--- config.mk ---
export PLATFORM = sky130hd
export DESIGN_NAME = line_edit_receive_ring
export DESIGN_NICKNAME = d
export VERILOG_FILES = /design/src/sv/lerr_pkg.sv /design/src/sv/lerr_ring.sv /design/src/sv/lerr_step.sv /design/src/sv/lerr_ctrl.sv /design/src/sv/line_edit_receive_ring.sv
export SDC_FILE = /design/constraint.sdc
export NUM_CORES = 1
export LEC_CHECK = 0
export BUFFER_PORTS_ARGS = -buffer_cell sky130_fd_sc_hd__buf_2
export CORE_UTILIZATION = 40
export DETAILED_ROUTE_END_ITERATION = 10
export PLACE_DENSITY = 0.56
export SLEW_MARGIN = 0
export SYNTH_ARGS = -nofsm -noshare
export SYNTH_HDL_FRONTEND = slang
export SYNTH_SLANG_ARGS = --single-unit
--- constraint.sdc ---
create_clock -name i_clk -period 7.5 [get_ports i_clk]
set_clock_uncertainty 0.05 [all_clocks]
set_input_delay 1.5 -clock i_clk [delete_from_list [all_inputs] [get_ports i_clk]]
set_output_delay 1.5 -clock i_clk [all_outputs]
set_load 0.03 [all_outputs]
--- src/sv/lerr_pkg.sv ---
package lerr_pkg;

    // Default ring depth in bytes.
    localparam int RING_DEPTH_DEF = 16;

    // Character width and the widths of the stream data buses.
    localparam int BYTE_W    = 8;
    localparam int S_TDATA_W = 8;
    localparam int M_TDATA_W = 24;

    // Configuration port geometry.
    localparam int PADDR_W = 3;
    localparam int PDATA_W = 32;

    // Register indexes and their byte addresses.
    localparam int REG_ECHO_SUPPRESS = 0;
    localparam logic [PADDR_W-1:0] ADDR_ECHO_SUPPRESS = PADDR_W'(4 * REG_ECHO_SUPPRESS);

    // Input kinds carried on tuser.
    localparam logic KIND_RX_BYTE = 1'b0;
    localparam logic KIND_EXTRACT = 1'b1;

    // Special characters.
    localparam logic [BYTE_W-1:0] CH_BREAK = 8'h03;
    localparam logic [BYTE_W-1:0] CH_BS    = 8'h08;
    localparam logic [BYTE_W-1:0] CH_CR    = 8'h0D;
    localparam logic [BYTE_W-1:0] CH_SPACE = 8'h20;

    // One result word as it leaves the sequencer.
    typedef struct packed {
        logic              echo_valid;
        logic [BYTE_W-1:0] echo_byte;
        logic              break_event;
        logic              overflow_event;
        logic              line_found;
        logic [BYTE_W-1:0] line_byte;
        logic              last;
    } t_result;

endpackage

--- src/sv/lerr_ring.sv ---
module lerr_ring #(
    parameter int RING_DEPTH = 16
) (
    input  logic                          i_clk,
    input  logic                          i_wr_en,
    input  logic [$clog2(RING_DEPTH)-1:0] i_wr_addr,
    input  logic [7:0]                    i_wr_data,
    input  logic                          i_rd_en,
    input  logic [$clog2(RING_DEPTH)-1:0] i_rd_addr,
    output logic [7:0]                    o_rd_data
);
    import lerr_pkg::*;

    logic [BYTE_W-1:0] r_mem [RING_DEPTH];
    logic [BYTE_W-1:0] r_rd_data;

    // Single write port.
    always_ff @(posedge i_clk) begin
        if (i_wr_en) begin
            r_mem[i_wr_addr] <= i_wr_data;
        end
    end

    // Registered read port; the data holds until the next read.
    always_ff @(posedge i_clk) begin
        if (i_rd_en) begin
            r_rd_data <= r_mem[i_rd_addr];
        end
    end

    assign o_rd_data = r_rd_data;

endmodule

--- src/sv/lerr_step.sv ---
module lerr_step #(
    parameter int RING_DEPTH = 16
) (
    input  logic [$clog2(RING_DEPTH)-1:0] i_idx,
    input  logic                          i_back,
    output logic [$clog2(RING_DEPTH)-1:0] o_idx
);
    import lerr_pkg::*;

    localparam int IW = $clog2(RING_DEPTH);
    localparam logic [IW-1:0] TOP_IDX = IW'(RING_DEPTH - 1);

    // Shared ring index stepper: one slot forward or back, with wrap.
    always_comb begin
        if (i_back) begin
            o_idx = (i_idx == '0) ? TOP_IDX : i_idx - 1'b1;
        end else begin
            o_idx = (i_idx == TOP_IDX) ? '0 : i_idx + 1'b1;
        end
    end

endmodule

--- src/sv/lerr_ctrl.sv ---
module lerr_ctrl #(
    parameter int RING_DEPTH = 16
) (
    input  logic                          i_clk,
    input  logic                          i_rst_n,
    input  logic                          i_in_valid,
    output logic                          o_in_ready,
    input  logic                          i_kind,
    input  logic [7:0]                    i_byte,
    input  logic                          i_echo_suppress,
    input  logic                          i_out_free,
    output logic                          o_res_load,
    output lerr_pkg::t_result             o_res,
    output logic                          o_wr_en,
    output logic [$clog2(RING_DEPTH)-1:0] o_wr_addr,
    output logic [7:0]                    o_wr_data,
    output logic                          o_rd_en,
    output logic [$clog2(RING_DEPTH)-1:0] o_rd_addr,
    input  logic [7:0]                    i_rd_data
);
    import lerr_pkg::*;

    localparam int IW = $clog2(RING_DEPTH);

    typedef enum logic [2:0] {
        S_IDLE,
        S_BYTE,
        S_SCAN,
        S_SCAN_CHK,
        S_EMIT_RD,
        S_EMIT_WR,
        S_TERM,
        S_MISS
    } t_state;

    t_state            r_state, n_state;
    logic [IW-1:0]     r_widx, n_widx;
    logic [IW-1:0]     r_ridx, n_ridx;
    logic [IW-1:0]     r_p, n_p;
    logic [IW-1:0]     r_q, n_q;
    logic              r_kind, n_kind;
    logic [BYTE_W-1:0] r_byte, n_byte;

    logic [IW-1:0]     st_in;
    logic              st_back;
    logic [IW-1:0]     st_out;

    // The one index stepper, shared by the byte, scan-check, emit and terminator states.
    lerr_step #(
        .RING_DEPTH (RING_DEPTH)
    ) u_step (
        .i_idx  (st_in),
        .i_back (st_back),
        .o_idx  (st_out)
    );

    // Stepper operand: the write pointer while storing, the scan or emit
    // pointer during extraction.
    always_comb begin
        st_back = 1'b0;
        case (r_state)
            S_BYTE: begin
                st_in   = r_widx;
                st_back = (r_byte == CH_BS);
            end
            S_SCAN_CHK, S_TERM: st_in = r_p;
            S_EMIT_WR:          st_in = r_q;
            default:            st_in = r_widx;
        endcase
    end

    // Sequencer next-state and datapath control.
    always_comb begin
        n_state    = r_state;
        n_widx     = r_widx;
        n_ridx     = r_ridx;
        n_p        = r_p;
        n_q        = r_q;
        n_kind     = r_kind;
        n_byte     = r_byte;
        o_in_ready = 1'b0;
        o_res_load = 1'b0;
        o_res      = '0;
        o_wr_en    = 1'b0;
        o_wr_addr  = r_widx;
        o_wr_data  = r_byte;
        o_rd_en    = 1'b0;
        o_rd_addr  = (r_state == S_SCAN) ? r_p : r_q;

        case (r_state)
            S_IDLE: begin
                o_in_ready = 1'b1;
                if (i_in_valid) begin
                    n_kind  = i_kind;
                    n_byte  = i_byte;
                    n_p     = r_ridx;
                    n_state = (i_kind == KIND_EXTRACT) ? S_SCAN : S_BYTE;
                end
            end

            // Received byte: store, edit or flag, and give one word.
            S_BYTE: begin
                if (i_out_free) begin
                    o_res_load = 1'b1;
                    o_res.last = 1'b1;
                    n_state    = S_IDLE;
                    if (r_byte == CH_BREAK) begin
                        o_res.break_event = 1'b1;
                    end else begin
                        o_res.echo_valid = !i_echo_suppress;
                        o_res.echo_byte  = i_echo_suppress ? '0 : r_byte;
                        o_wr_en          = 1'b1;
                        if (r_byte == CH_BS) begin
                            o_wr_data = CH_SPACE;
                            if (r_widx != r_ridx) begin
                                n_widx    = st_out;
                                o_wr_addr = st_out;
                            end
                        end else if (st_out == r_ridx) begin
                            o_res.overflow_event = 1'b1;
                        end else begin
                            n_widx = st_out;
                        end
                    end
                end
            end

            // Look for carriage return, one slot per read.
            S_SCAN: begin
                if (r_p == r_widx) begin
                    n_state = S_MISS;
                end else begin
                    o_rd_en = 1'b1;
                    n_state = S_SCAN_CHK;
                end
            end

            S_SCAN_CHK: begin
                if (i_rd_data == CH_CR) begin
                    n_q     = r_ridx;
                    n_state = S_EMIT_RD;
                end else begin
                    n_p     = st_out;
                    n_state = S_SCAN;
                end
            end

            // Read the line back out up to the carriage return.
            S_EMIT_RD: begin
                if (r_q == r_p) begin
                    n_state = S_TERM;
                end else begin
                    o_rd_en = 1'b1;
                    n_state = S_EMIT_WR;
                end
            end

            S_EMIT_WR: begin
                if (i_out_free) begin
                    o_res_load       = 1'b1;
                    o_res.line_found = 1'b1;
                    o_res.line_byte  = i_rd_data;
                    n_q              = st_out;
                    n_state          = S_EMIT_RD;
                end
            end

            // Terminator word, then consume the line and its carriage return.
            S_TERM: begin
                if (i_out_free) begin
                    o_res_load       = 1'b1;
                    o_res.line_found = 1'b1;
                    o_res.last       = 1'b1;
                    n_ridx           = st_out;
                    n_state          = S_IDLE;
                end
            end

            S_MISS: begin
                if (i_out_free) begin
                    o_res_load = 1'b1;
                    o_res.last = 1'b1;
                    n_state    = S_IDLE;
                end
            end

            default: n_state = S_IDLE;
        endcase
    end

    // State and pointer registers.
    always_ff @(posedge i_clk) begin
        if (!i_rst_n) begin
            r_state <= S_IDLE;
            r_widx  <= '0;
            r_ridx  <= '0;
        end else begin
            r_state <= n_state;
            r_widx  <= n_widx;
            r_ridx  <= n_ridx;
        end
        r_p    <= n_p;
        r_q    <= n_q;
        r_kind <= n_kind;
        r_byte <= n_byte;
    end

    // A word is only handed over when the output register can take it.
    a_load_when_free: assert property (@(posedge i_clk) disable iff (!i_rst_n)
        o_res_load |-> i_out_free)
        else $error("result loaded into a full output register");

    // The last word of an item returns the sequencer to idle.
    a_last_ends_item: assert property (@(posedge i_clk) disable iff (!i_rst_n)
        (o_res_load && o_res.last) |=> (r_state == S_IDLE))
        else $error("sequencer busy after the last word");

    // The read pointer moves only when a line is consumed.
    a_ridx_on_term: assert property (@(posedge i_clk) disable iff (!i_rst_n)
        ($past(i_rst_n) && !$stable(r_ridx)) |-> ($past(r_state) == S_TERM))
        else $error("read pointer moved outside line consumption");

    // The write pointer moves only while a received byte is handled.
    a_widx_on_byte: assert property (@(posedge i_clk) disable iff (!i_rst_n)
        ($past(i_rst_n) && !$stable(r_widx)) |-> ($past(r_state) == S_BYTE))
        else $error("write pointer moved outside byte handling");

    // An extraction never stores into the ring.
    a_no_write_on_extract: assert property (@(posedge i_clk) disable iff (!i_rst_n)
        (o_wr_en |-> (r_kind == KIND_RX_BYTE)))
        else $error("ring written during extraction");

endmodule

--- src/sv/line_edit_receive_ring.sv ---
// Receive line editor for a serial terminal, built on a ring of RING_DEPTH bytes.
// Input stream: s_tdata carries the received character and s_tuser the kind of
// word (0 = received character, 1 = request to extract one line).
// Output stream: one word per result, m_tlast marks the final word of an item.
// A received character gives exactly one word (echo, break or overflow flags).
// An extract request scans the ring from the read pointer for carriage return,
// one ring read and one compare per slot, then reads the line back out byte by
// byte and ends with a zero terminator. The ring has a single read port.
// One item is worked on at a time and s_tready is low until its last word is
// in the output register.
// The output register lets the block accept the next word while the last result
// waits; if the receiver stalls, the sequencer holds until that register frees.
// Reset empties the ring (both pointers to zero) and clears echo_suppress; the
// ring contents are not cleared. echo_suppress sits at byte address 0 of the
// register port; the user writes it only while the block is idle (not enforced).
module line_edit_receive_ring #(
    parameter int RING_DEPTH = lerr_pkg::RING_DEPTH_DEF
) (
    input  logic                           i_clk,
    input  logic                           i_rst_n,
    // Input stream
    input  logic                           s_tvalid,
    output logic                           s_tready,
    input  logic [lerr_pkg::S_TDATA_W-1:0] s_tdata,  // [7:0] rx_byte
    input  logic                           s_tuser,  // [0] kind
    // Output stream
    output logic                           m_tvalid,
    input  logic                           m_tready,
    // [0] echo_valid, [8:1] echo_byte, [9] break_event, [10] overflow_event,
    // [11] line_found, [19:12] line_byte, [23:20] zero
    output logic [lerr_pkg::M_TDATA_W-1:0] m_tdata,
    output logic                           m_tlast,  // last
    // Register port
    input  logic                           psel,
    input  logic                           penable,
    input  logic                           pwrite,
    input  logic [lerr_pkg::PADDR_W-1:0]   paddr,
    input  logic [lerr_pkg::PDATA_W-1:0]   pwdata,
    output logic [lerr_pkg::PDATA_W-1:0]   prdata,
    output logic                           pready
);
    import lerr_pkg::*;

    localparam int IW = $clog2(RING_DEPTH);

    logic              r_echo_suppress;
    logic              r_out_valid;
    t_result           r_out;

    logic              out_free;
    logic              res_load;
    t_result           res;
    logic              wr_en;
    logic [IW-1:0]     wr_addr;
    logic [BYTE_W-1:0] wr_data;
    logic              rd_en;
    logic [IW-1:0]     rd_addr;
    logic [BYTE_W-1:0] rd_data;

    // Register port: always ready, one register.
    assign pready = 1'b1;
    assign prdata = (paddr == ADDR_ECHO_SUPPRESS) ? PDATA_W'(r_echo_suppress) : '0;

    always_ff @(posedge i_clk) begin
        if (!i_rst_n) begin
            r_echo_suppress <= 1'b0;
        end else if (psel && penable && pwrite && pready
                     && (paddr == ADDR_ECHO_SUPPRESS)) begin
            r_echo_suppress <= pwdata[0];
        end
    end

    // Sequencer and ring.
    lerr_ctrl #(
        .RING_DEPTH (RING_DEPTH)
    ) u_ctrl (
        .i_clk           (i_clk),
        .i_rst_n         (i_rst_n),
        .i_in_valid      (s_tvalid),
        .o_in_ready      (s_tready),
        .i_kind          (s_tuser),
        .i_byte          (s_tdata[BYTE_W-1:0]),
        .i_echo_suppress (r_echo_suppress),
        .i_out_free      (out_free),
        .o_res_load      (res_load),
        .o_res           (res),
        .o_wr_en         (wr_en),
        .o_wr_addr       (wr_addr),
        .o_wr_data       (wr_data),
        .o_rd_en         (rd_en),
        .o_rd_addr       (rd_addr),
        .i_rd_data       (rd_data)
    );

    lerr_ring #(
        .RING_DEPTH (RING_DEPTH)
    ) u_ring (
        .i_clk     (i_clk),
        .i_wr_en   (wr_en),
        .i_wr_addr (wr_addr),
        .i_wr_data (wr_data),
        .i_rd_en   (rd_en),
        .i_rd_addr (rd_addr),
        .o_rd_data (rd_data)
    );

    // Output register: free when empty or being taken this cycle.
    assign out_free = !r_out_valid || m_tready;

    always_ff @(posedge i_clk) begin
        if (!i_rst_n) begin
            r_out_valid <= 1'b0;
        end else if (out_free) begin
            r_out_valid <= res_load;
        end
        if (out_free && res_load) begin
            r_out <= res;
        end
    end

    assign m_tvalid = r_out_valid;
    assign m_tlast  = r_out.last;
    assign m_tdata  = {4'b0000, r_out.line_byte, r_out.line_found, r_out.overflow_event,
                       r_out.break_event, r_out.echo_byte, r_out.echo_valid};

endmodule
After elaboration in Yosys (flattened, before gate mapping)

Memories as Yosys holds them, arrays and structs flattened. A register that Yosys moved wholly into a read port is not among the register bits.
Cells that the tools add are included.
Widths: inputs -> output; s select.

Add/sub/neg operators: 2
Multiply operators: 0
Div/mod/pow operators: 0
$lt $le $gt $ge: 0
Equal/unequal tests: 21
Shift operators: 0
Muxes and demuxes: 47
Bitwise operators: 3
Reduce and logical (&&, ||, !) cells: 26

Operator list:

| kind                | count |
|---|---|
| $mux 4              | 15 |
| $mux 8              | 4 |
| $pmux 4 s2          | 3 |
| $pmux 3 s6          | 1 |
| $eq 8x4->1 const B  | 2 |
| $mux 3              | 5 |
| $mux 1              | 14 |
| $eq 3x3->1 const B  | 4 |
| $eq 4x4->1          | 3 |
| $reduce_or 4->1     | 3 |
| $mux 9              | 1 |
| $reduce_and 3->1    | 3 |
| $eq 8x2->1 const B  | 1 |
| $reduce_and 2->1    | 4 |
| $eq 3x2->1 const B  | 2 |
| $logic_not 3->1     | 2 |
| $ne 2x1->1 const B  | 3 |
| $ne 2x2->1 const B  | 3 |
| $reduce_or 3->1     | 2 |
| $add 4x1->4 const B | 1 |
| $eq 4x4->1 const B  | 1 |
| $logic_and 1x1->1   | 4 |
| $logic_not 4->1     | 1 |
| $mux 2              | 2 |
| 10 further kinds    | 15 |

Register bits: 50
Bits in latches: 0
Bits in writable memories: 128
Bits in read-only memories: 0
Output and inout bits: 60
Logic and storage cells: 115
Memories: 1

Memory list:

| memory       | words | bits a word | read ports | clocked after memory_dff | write ports | RTL line        | RTL |
|---|---|---|---|---|---|---|---|
| u_ring.r_mem | 16    | 8           | 1          | 1                        | 1           | lerr_ring.sv:14 | `logic [BYTE_W-1:0] r_mem [RING_DEPTH];` |

Longest topological paths before layout

Gate-level depths: netlist of the first run.

Depth in word-level cells: 11
Mapped depth: 16

By module

A second synthesis of the first run with hierarchy kept.

Cell total of the unflattened synthesis: 541
Area, all modules: 8385.5 um^2

Modules (own cells, without submodules):

| module                 | times used | cells an instance | area an instance (um^2) | sequential area each (um^2) |
|---|---|---|---|---|
| lerr_ring              | 1          | 229               | 5227.5                  | 4083.9 |
| lerr_ctrl              | 1          | 217               | 1965.6                  | 700.7 |
| line_edit_receive_ring | 1          | 71                | 1013.5                  | 670.6 |
| lerr_step              | 1          | 24                | 178.9                   | 0.0 |

Least setup slack after synthesis of the first run

No wires, ideal clock.

Kind: input -> register
Start point: in m_tready
End point: mem u_ring.r_mem[0][0] (enable)
Library setup time: 370 ps
Arrival: 3180 ps
Required time: 7080 ps
Path slack: 3900 ps
Stages: 9
Cell sequence: nor2b_1 clkbuf_1 nor3_1 and2_1 clkbuf_1 o21ai_0 nor2b_1 nand2_1 nor2_1

Word-level cells in the longest chain between the ends: 5
Elaborated cells on any way between the ends: 7
Classes of those cells: mux: 6; reduce/logical: 1

Ends and longest elaborated chain:

| item                         | RTL line                      | RTL |
|---|---|---|
| start: declaration           | line_edit_receive_ring.sv:28  | `input logic m_tready,` |
| $logic_or 1x1->1 *           | line_edit_receive_ring.sv:108 | `assign out_free = !r_out_valid \|\| m_tready;` |
| $mux 1                       | lerr_ctrl.sv:103              | `if (i_out_free) begin` |
| $mux 1                       | lerr_ctrl.sv:90               | `case (r_state)` |
| $mux 1                       | lerr_ring.sv:19               | `if (i_wr_en) begin` |
| $mux 1 (implied by the code) | lerr_ring.sv:20               | `r_mem[i_wr_addr] <= i_wr_data;` |
| end: declaration             | lerr_ring.sv:14               |  |

Every way passes the cells marked *; elsewhere a longest branch is shown, timed or not.

Worst setup path after layout of the first run

Start point: reg u_ctrl.r_state[0]
End point: mem u_ring.r_mem[9][3] (enable)

Word-level cells in the longest chain between the ends: 11
Elaborated cells on any way between the ends: 22
Classes of those cells: add/sub: 2; eq/ne: 5; mux: 13; reduce/logical: 2

Ends and longest elaborated chain:

| item                                     | RTL line                         | RTL |
|---|---|---|
| start: declaration                       | lerr_ctrl.sv:36                  | `t_state r_state, n_state;` |
| start signal: assignment                 | lerr_ctrl.sv:198                 | `r_state <= n_state;` |
| $eq 3x2->1 or $eq 3x3->1 (tied branches) | lerr_ctrl.sv:61                  | `case (r_state)` |
| $reduce_or 2->1                          | lerr_ctrl.sv:61                  |  |
| $pmux 4 s2                               | lerr_ctrl.sv:61                  |  |
| $add 4x1->4 (tied with other cells)      | lerr_step.sv:18                  | `o_idx = (i_idx == TOP_IDX) ? '0 : i_idx + 1'b1;` |
| $mux 4, on equally long branches         | lerr_step.sv:18, lerr_step.sv:16 |  |
| $mux 4                                   | lerr_step.sv:15                  | `if (i_back) begin` |
| $mux 4                                   | lerr_ctrl.sv:115                 | `if (r_widx != r_ridx) begin` |
| $mux 4                                   | lerr_ctrl.sv:113                 | `if (r_byte == CH_BS) begin` |
| $mux 4                                   | lerr_ctrl.sv:107                 | `if (r_byte == CH_BREAK) begin` |
| $mux 4                                   | lerr_ctrl.sv:103                 |  |
| $mux 4                                   | lerr_ctrl.sv:90                  |  |

Several ways; a longest one is shown, not always the timed one.

==> results.json, run 1 <==
{
  "critPathLaunchType": "register",
  "avgViaCountPerCell": 5.50,
  "worstSkewPairLatency_ns": 0.43,
  "io_buffers": 43,
  "leakage_uw": 0.00318,
  "top_usage_layer": "met2",
  "yosys-top-cells-area": "edfxtp_1 60%, nand2_1 4.1%, a211oi_1 4.1%",
  "io_pins": 111,
  "clkPwrFrac": 0.306,
  "finalPower_uw": 2910,
  "antenna_found_initial": 0,
  "met2_usage": 0.293,
  "power.switching_uw": 955,
  "slew_viol_final": 0,
  "synth_edf_count": 173,
  "hold-path-cell-count": 2,
  "cts.htree.levels": 4,
  "cts_tree": "built",
  "drc": 0,
  "finalHoldViolations": 0,
  "cts_root_buf": "clkbuf_16",
  "grt_max_degree": 65,
  "placed_cells": 994,
  "grt_pass1_wl_um": 29900,
  "final.fill_count": 1940,
  "synth-seq-cells": 186,
  "cp-end-kind": "register",
  "routedWlPerCell_um": 19.1,
  "dp_hpwl_um": 12500,
  "gr-usage-met3": 0.0376,
  "first_iter_violations": 531,
  "drt-total-wl_um": 19600,
  "die_h_um": 149,
  "ctsHoldBuffers": 0,
  "postSynthAreaPerCell_um2": 12.0,
  "drtAntennaViolNets": 0,
  "grt.overflow.total": 0,
  "crit_type": "register to register",
  "crit_arrival_ns": 5.00,
  "yosysUniqueCellTypes": 64,
  "p_seq_frac": 0.460,
  "grtUsageTotal": 0.183,
  "clock_path_buffers": 2,
  "fin_setup_tns_ns": 0,
  "grt_pass1_vias": 5286,
  "drive_gt1_frac": 0.140,
  "setup_viol": 0,
  "synth.yosys.seq_area_share": 0.629,
  "ys_async_sr_fraction": 0,
  "cp.required_ns": 7.51,
  "multi_input_area_um2": 2880,
  "syn-cell-area_um2": 8680,
  "std_cell_rows": 53,
  "cp_max_fo": 27,
  "nets": 792,
  "vias": 5643,
  "cts_num_sinks": 186,
  "regArea_um2": 5460,
  "maxCapViolCount": 0,
  "gp_congestion": 0.893,
  "synth_warnings": 0,
  "antenna_cells": 0,
  "place_area_um2": 8960,
  "p_sw_frac": 0.328,
  "synth.largest_area_cell": "edfxtp_1",
  "relSlewSlack": 0.277,
  "cellPowerDensity_nw_per_um2": 305,
  "period_minus_slack_ns": 5.00,
  "syn2layout_area_growth_pct": 10.2,
  "r2r_cells": 9,
  "status": "complete, no violations",
  "internal_power_uw": 1960,
  "worstMarginPinSlew_ns": 1.08,
  "synth_ff_type": "edfxtp_1",
  "core_um2": 21200,
  "synth_cells": 721,
  "ctsResizeCount": 0,
  "finalCritPeriodShare": 0.666,
  "comb_power_share": 0.234,
  "hp-class": "register to register",
  "fmax_ghz": 0.200,
  "synth_top_area_frac": 0.599,
  "utilization": 0.452,
  "start_util": 0.410,
  "synth_most_common_cell": "edfxtp_1",
  "die_width_um": 149,
  "final_area_um2": 9560,
  "clk_pin_slew_ns": 0.07,
  "dieArea_um2": 22300,
  "met1_usage": 0.249,
  "firstDrtPassIters": 5,
  "numCtsBuffers": 17,
  "final_cells": 1026,
  "postCtsSetupRepairBufs": 0,
  "peakVddDrop_uv": 161,
  "synthTopCellsByCount": "173 x edfxtp_1, 95 x nand2_1, 47 x a211oi_1",
  "grt_setup_unrepaired": "no"
}
[layer usage]
layer / up-vias / part of all wire
met3: 20 / 0.059
li1: 2663 / -
met4: 0 / 0.012
met2: 206 / 0.47
met5: - / 0
met1: 2754 / 0.46
[power by group through the flow]
stage | Combinational [µW] | Clock (µW) | Sequential [µW]
4_1_cts | 683 | 905 | 1340
6_report | 682 | 891 | 1340
3_3_place_gp | 664 | 0 | 1360
3_5_place_dp | 680 | 0 | 1360
5_1_grt | 747 | 941 | 1350
2_1_floorplan | 530 | 0 | 1320
[through the flow]
stage / hold WS (ns) / setup WS (ns)
6_report: 0.492 / 2.50
5_1_grt: 0.552 / 2.18
4_1_cts: 0.498 / 2.48
3_5_place_dp: 0.479 / 2.50
3_3_place_gp: 0.475 / 2.68
2_1_floorplan: 0.428 / 3.90
[worst max-delay path, stage by stage, from the launching register on]
cell	delay, ns
dfxtp_1	0.99
and3b_1	0.61
a222oi_1	0.24
nand2_1	0.22
ha_1	0.31
o21ai_0	0.23
nor3b_1	0.20
a31oi_1	0.63
a31oi_1	0.39
nor2_1	0.74
[area by class of cell]
| class | count | share of cell area |
|---|---|---|
| Clock buffer | 17 | 0.0445 |
| Clock inverter | 15 | 0.0175 |
| Multi-Input combinational cell | 477 | 0.301 |
| Tap cell | 275 | 0.0360 |
| Timing Repair Buffer | 49 | 0.0272 |
| Sequential cell | 186 | 0.571 |
| Inverter | 7 | 0.00275 |
[flip-flops by register name (all words and copies together), names as in the netlist]
register	count
m_tvalid	1
u_ring.o_rd_data	8
m_tdata	20
u_ctrl.r_p	4
u_ring.r_mem	128
u_ctrl.r_state	3
u_ctrl.r_ridx	4
r_echo_suppress	1
u_ctrl.r_widx	4
u_ctrl.r_byte	8
u_ctrl.r_q	4
m_tlast	1
[cell usage in the layout, fill, tap and decap left out, types with 3 or more instances in the layout]
cell type / n
a211o_1: 3
a211oi_1: 47
a211oi_2: 4
a21oi_1: 36
a311oi_1: 16
a31oi_1: 22
and2_1: 43
and3_1: 9
buf_2: 43
buf_4: 6
clkbuf_16: 17
clkinv_1: 3
clkinvlp_4: 5
conb_1: 36
dfxtp_1: 13
edfxtp_1: 173
ha_1: 3
inv_1: 4
inv_6: 3
mux2_2: 6
mux2i_1: 10
nand2_1: 95
nand4_1: 9
nor2_1: 40
nor2b_1: 8
nor3_1: 8
nor3b_1: 6
nor4_1: 3
o21ai_0: 13
o22ai_1: 3
or4_1: 3
xnor2_1: 13
[worst paths after layout]
check                       end              start  slack [ns]
max          u_ring.r_mem[9][3]  u_ctrl.r_state[0]        2.50
min             r_echo_suppress    r_echo_suppress        0.49
max reg2reg  u_ring.r_mem[9][3]  u_ctrl.r_state[0]        2.50
min reg2reg     r_echo_suppress    r_echo_suppress        0.49
[cells by family after synthesis]
kind of cell,Yosys count,share of synthesized area
DFF,186,0.629
adders and majority gates,4,0.00548
and+or+nand+nor,242,0.140
AOI/OAI and AO/OA,161,0.129
muxes,19,0.0228
xor gates and xnor gates,15,0.0151
buffers and inverters,92,0.0580
other,2,0.000866
(Power assumes the default switching activity.)
==> run 2: changes to the inputs <==
==> constraint.sdc (replaced) <==
create_clock -name i_clk -period 5.1 [get_ports i_clk]
set_clock_uncertainty 0.05 [all_clocks]
set_input_delay 1.02 -clock i_clk [delete_from_list [all_inputs] [get_ports i_clk]]
set_output_delay 1.02 -clock i_clk [all_outputs]
set_load 0.03 [all_outputs]
==> run 2 against run 1 <==
Compared with the run above:
- first-iteration DRC count is 22% lower
- total power grew 49%
- clock power increased by 47%
- die area unchanged
- critical path depth up 5
- sequential share of layout area decreased by 1.4 points
- cell area up 2.4%
- maximum frequency up 18%
- sequential power rose by 45%
- flip-flop and latch count is the same
- wire length grew 2.6%
- critical endpoint is now u_ctrl.r_widx[3]
- largest power group unchanged
==> results.json, run 2 (synthesized netlist as in run 1, its figures left out) <==
{
  "status": "complete, no violations",
  "drt-total-wl_um": 20100,
  "avgViaCountPerCell": 5.44,
  "cts.htree.levels": 4,
  "firstDrtPassIters": 5,
  "worstReg2RegEnd": "u_ctrl.r_widx[3]",
  "nets": 822,
  "finalHoldViolations": 0,
  "io_pins": 111,
  "largest_register_ffs": 128,
  "maxCapViolCount": 0,
  "ctsResizeCount": 0,
  "leakage_uw": 0.00335,
  "clock_path_buffers": 2,
  "grt_pass1_vias": 5546,
  "die_width_um": 149,
  "crit_end": "u_ctrl.r_widx[3]",
  "fmax_ghz": 0.236,
  "cellPowerDensity_nw_per_um2": 442,
  "final_cell_mix": "173 x edfxtp_1, 95 x nand2_1, 47 x a211oi_1",
  "worstMarginPinSlew_ns": 1.09,
  "grtUsageTotal": 0.189,
  "drive_gt1_frac": 0.174,
  "clk_pin_slew_ns": 0.07,
  "reg2reg_slack_ns": 0.87,
  "worstSkewPairLatency_ns": 0.44,
  "die_h_um": 149,
  "dp_hpwl_um": 13300,
  "numCtsBuffers": 17,
  "vias": 5745,
  "start_util": 0.410,
  "grt.overflow.total": 0,
  "drc": 0,
  "multi_input_area_um2": 2880,
  "cp.required_ns": 5.39,
  "hp-class": "register to register",
  "critPathLaunchType": "register",
  "gp_congestion": 0.871,
  "routedWlPerCell_um": 19.1,
  "pre_cts_ws_ns": 0.965,
  "antenna_cells": 0,
  "dieArea_um2": 22300,
  "syn2layout_area_growth_pct": 12.8,
  "io_buffers": 43,
  "first_iter_violations": 416,
  "grt_pass1_wl_um": 31200,
  "slew_viol_final": 0,
  "relSlewSlack": 0.272,
  "crit_arrival_ns": 4.52,
  "cts_num_sinks": 186,
  "final_common_cell": "edfxtp_1",
  "crit_type": "register to register",
  "peakVddDrop_uv": 210,
  "final.fill_count": 1899,
  "cts_root_buf": "clkbuf_16",
  "period_minus_slack_ns": 4.23,
  "layout_setup_ws_ns": 0.868,
  "setup_viol": 0,
  "regArea_um2": 5460,
  "rr_startpoint": "u_ctrl.r_state[2]",
  "postCtsSetupRepairBufs": 0,
  "grt_max_degree": 51,
  "regMostFlops": "u_ring.r_mem",
  "core_um2": 21200,
  "cp-end-kind": "register",
  "ctsHoldBuffers": 0,
  "worstSetupStartpoint": "u_ctrl.r_state[2]",
  "fin_setup_tns_ns": 0,
  "antenna_found_initial": 0,
  "cp_max_fo": 15,
  "grt_setup_unrepaired": "no",
  "drtAntennaViolNets": 0,
  "r2r_cells": 14,
  "finalCritPeriodShare": 0.830,
  "std_cell_rows": 53,
  "cts_tree": "built",
  "hold-path-cell-count": 2
}
## run 2: cell types whose count changed in the layout (fill, tap and decap cells not counted), sizes merged
| cell | delta |
|---|---|
| inv | +1 |
| clkinvlp | -3 |
| buf | +30 |
| clkinv | +2 |
## run 2: power by group
part,internal [µW],switching [µW]
registers,1820,114
logic,356,725
clock network,731,580
## run 2: layout make-up
type	count	share of cell area
clock buffer	17	0.0435
clock inverter	15	0.0166
inverter	7	0.00268
multi-input combinational	477	0.294
sequential	186	0.557
tap	275	0.0351
timing repair buffer	79	0.0509
## run 2: worst max-delay path, stage by stage, from the launching register on
cell      delay, ns
dfxtp_1        0.48
and3b_1        0.27
buf_4          0.18
a222oi_1       0.49
nand2_1        0.24
ha_1           0.45
xor2_1         0.19
a211oi_1       0.30
o21ai_0        0.14
mux2_2         0.30
a31o_2         0.21
a311oi_2       0.28
a211oi_2       0.13
and2_4         0.22
a211oi_2       0.21
## run 2: metal layers
layer / vias to the layer above / share of wire / wire length (µm) / global-route usage
met5: - / 0 / 0 / 0
met4: 0 / 0.014 / 280 / 0.0566
met3: 24 / 0.052 / 1040 / 0.0394
met2: 181 / 0.48 / 9660 / 0.309
met1: 2821 / 0.45 / 9160 / 0.253
li1: 2719 / - / - / -
## run 2: worst min-delay path by stage
stage	start	to	slack [ns]
2_1_floorplan	r_echo_suppress	r_echo_suppress	0.43
4_1_cts	r_echo_suppress	r_echo_suppress	0.51
6_report	r_echo_suppress	r_echo_suppress	0.50
5_1_grt	r_echo_suppress	r_echo_suppress	0.55
3_5_place_dp	r_echo_suppress	r_echo_suppress	0.49
3_3_place_gp	r_echo_suppress	r_echo_suppress	0.47
## run 2: stage by stage
step / hold WS [ns] / total power [µW] / utilization / area (µm²) / std cells
4_1_cts: 0.510 / 4350 / 0.463 / 9790 / 1056
3_5_place_dp: 0.489 / 3040 / 0.435 / 9200 / 1024
3_3_place_gp: 0.470 / 3030 / 0.435 / 9200 / 1024
5_1_grt: 0.550 / 4520 / 0.463 / 9790 / 1056
6_report: 0.500 / 4330 / 0.463 / 9790 / 1056
2_1_floorplan: 0.428 / 2720 / - / 8800 / 755
==> run 3: changes to the inputs <==
--- a/config.mk
+++ b/config.mk
@@ -8,7 +8,7 @@
 export BUFFER_PORTS_ARGS = -buffer_cell sky130_fd_sc_hd__buf_2
 export CORE_UTILIZATION = 40
 export DETAILED_ROUTE_END_ITERATION = 10
-export PLACE_DENSITY = 0.56
+export PLACE_DENSITY = 0.58
 export SLEW_MARGIN = 0
 export SYNTH_ARGS = -nofsm -noshare
 export SYNTH_HDL_FRONTEND = slang
==> constraint.sdc (replaced) <==
create_clock -name i_clk -period 3.52 [get_ports i_clk]
set_clock_uncertainty 0.05 [all_clocks]
set_input_delay 0.704 -clock i_clk [delete_from_list [all_inputs] [get_ports i_clk]]
set_output_delay 0.704 -clock i_clk [all_outputs]
set_load 0.03 [all_outputs]
==> run 3 against run 2 <==
Compared with the run above:
- combinational power rose by 76%
- register-to-register slack worse by 0.73 ns
- flip-flop and latch count stayed put
- cell area increased by 5.0%
- clock power increased by 56%
- count of clock-buffer cells in the layout is the same
- setup slack got worse by 0.73 ns
- sequential share of layout area decreased by 2.6 points
- sequential power rose by 41%
- first-iteration DRC count grew 13%
- via count grew 3.7%
- global-route usage is 0.098 points higher
==> results.json, run 3 (synthesized netlist as in run 1, its figures left out) <==
{
  "nets": 868,
  "final_common_cell": "edfxtp_1",
  "drtAntennaViolNets": 0,
  "final_cell_mix": "173 x edfxtp_1, 94 x nand2_1, 77 x buf_4",
  "critPathLaunchType": "register",
  "start_util": 0.410,
  "final.fill_count": 1845,
  "firstDrtPassIters": 8,
  "status": "complete, no violations",
  "crit_arrival_ns": 3.67,
  "dp_hpwl_um": 13800,
  "clk_pin_slew_ns": 0.07,
  "drt-total-wl_um": 20400,
  "cts_tree": "built",
  "hp-class": "primary input to register",
  "vias": 5956,
  "timing.hold.ws_ns": 0.400,
  "grtUsageTotal": 0.190,
  "dieArea_um2": 22300,
  "grt_pass1_vias": 5684,
  "crit_family": "compound AO/OA/AOI/OAI gates",
  "r2r_cells": 15,
  "finalHoldViolations": 0,
  "first_iter_violations": 471,
  "cp_max_fo": 9,
  "utilization": 0.486,
  "leakage_uw": 0.00361,
  "slew_viol_final": 0,
  "avgViaCountPerCell": 5.41,
  "antenna_cells": 0,
  "die_h_um": 149,
  "grt_pass1_wl_um": 31800,
  "drc": 0,
  "wl_met1_um": 9210,
  "highest_layer": "met4",
  "cts_num_sinks": 186,
  "period_minus_slack_ns": 3.38,
  "crit_top_cell": "a211oi_2",
  "numCtsBuffers": 17,
  "critPathSlowestCell": "or4_4",
  "wl_met3_um": 1100,
  "cp_num_buf_inv": 2,
  "setup_viol": 0,
  "crit_cells": 15,
  "worst_path_largest_cell_delay_ns": 0.44,
  "peakVddDrop_uv": 312,
  "finalCritPeriodShare": 0.961,
  "gp_congestion": 0.876,
  "die_width_um": 149,
  "worstSkewPairLatency_ns": 0.44,
  "cellPowerDensity_nw_per_um2": 649,
  "io_pins": 111,
  "regMostFlops": "u_ring.r_mem",
  "relSlewSlack": 0.262,
  "io_buffers": 43,
  "regArea_um2": 5460,
  "timing.critical_path.cells": "buf_6, mux2i_1, a211o_1, nand2_2, inv_2, ha_1, nand2b_1, or4_4, nor4b_4, o31ai_1, o311a_1, a311oi_2, a211oi_2, and2_4, a211oi_2",
  "maxCapViolCount": 0,
  "std_cell_rows": 53,
  "met2_length_um": 9720,
  "cts.htree.levels": 4,
  "drive_gt1_frac": 0.237,
  "ctsHoldBuffers": 0,
  "largest_register_ffs": 128,
  "fin_setup_tns_ns": 0,
  "cp.required_ns": 3.80,
  "cts_root_buf": "clkbuf_16",
  "multi_input_area_um2": 2940,
  "fmax_ghz": 0.296,
  "worstMarginPinSlew_ns": 1.11,
  "grt_max_degree": 65,
  "antenna_found_initial": 0,
  "cp-end-kind": "register",
  "syn2layout_area_growth_pct": 18.5,
  "crit_type": "register to register",
  "routedWlPerCell_um": 18.5,
  "hold-path-cell-count": 1,
  "core_um2": 21200,
  "clock_path_buffers": 2,
  "grt.overflow.total": 0
}
-- run 3: changes by cell type in the layout (fill, tap and decap cells not counted), moves of 3 or more --
cell     delta
a21oi_1     -3
buf_4      +42
buf_6       +3
dfxtp_1     -3
nor2_1      -4
nor2_2      +3
-- run 3: worst register-to-register path, stage by stage (launching register included) --
cell	delay, ns
dfxtp_4	0.38
buf_6	0.15
mux2i_1	0.12
a211o_1	0.30
nand2_2	0.12
inv_2	0.05
ha_1	0.20
nand2b_1	0.16
or4_4	0.44
nor4b_4	0.22
o31ai_1	0.11
o311a_1	0.18
a311oi_2	0.32
a211oi_2	0.12
and2_4	0.18
a211oi_2	0.20
-- run 3: final cells by class --
class / instances / share of cell area
clock buffer: 17 / 0.0414
clock inverter: 14 / 0.0205
multi-input combinational: 477 / 0.286
sequential: 186 / 0.531
tap: 275 / 0.0335
inverter: 7 / 0.00256
timing repair buffer: 125 / 0.0844
-- run 3: layer usage --
metal / vias up / track usage
met1: 2926 / 0.263
li1: 2806 / -
met3: 24 / 0.0315
met5: - / 0
met4: 0 / 0.0617
met2: 200 / 0.305
-- run 3: path summary, 6_finish.rpt --
kind,end,slack [ns],from
worst min-delay path,u_ctrl.r_byte[1],0.40,s_tdata[1]
worst max register to register,u_ctrl.r_widx[2],0.14,u_ctrl.r_state[0]
worst max-delay path,u_ctrl.r_widx[2],0.14,u_ctrl.r_state[0]
worst min register to register,r_echo_suppress,0.52,r_echo_suppress
-- run 3: through the flow --
| stage | std cells | instance area (µm²) | power [µW] | worst slack, ns |
|---|---|---|---|---|
| floorplan | 755 | 8800 | 3940 | 0.0407 |
| global placement | 1067 | 9540 | 4540 | -0.256 |
| detailed placement | 1067 | 9540 | 4590 | -0.375 |
| CTS | 1099 | 10200 | 6640 | 0.0126 |
| global route | 1101 | 10300 | 6970 | -0.00443 |
| finish | 1101 | 10300 | 6670 | 0.137 |
-- run 3: power breakdown --
part           switching (µW)  leakage [µW]  internal, µW
clock                     839      0.000309          1210
sequential               91.7       0.00168          2640
combinational            1200       0.00162           695
-- run 3: timing repair --
action                     CTS  global route
gates resized for setup      9            16
setup endpoints to repair  109           133
hold endpoints to repair     0             0
pin swaps                    3             9
buffers inserted             1             2
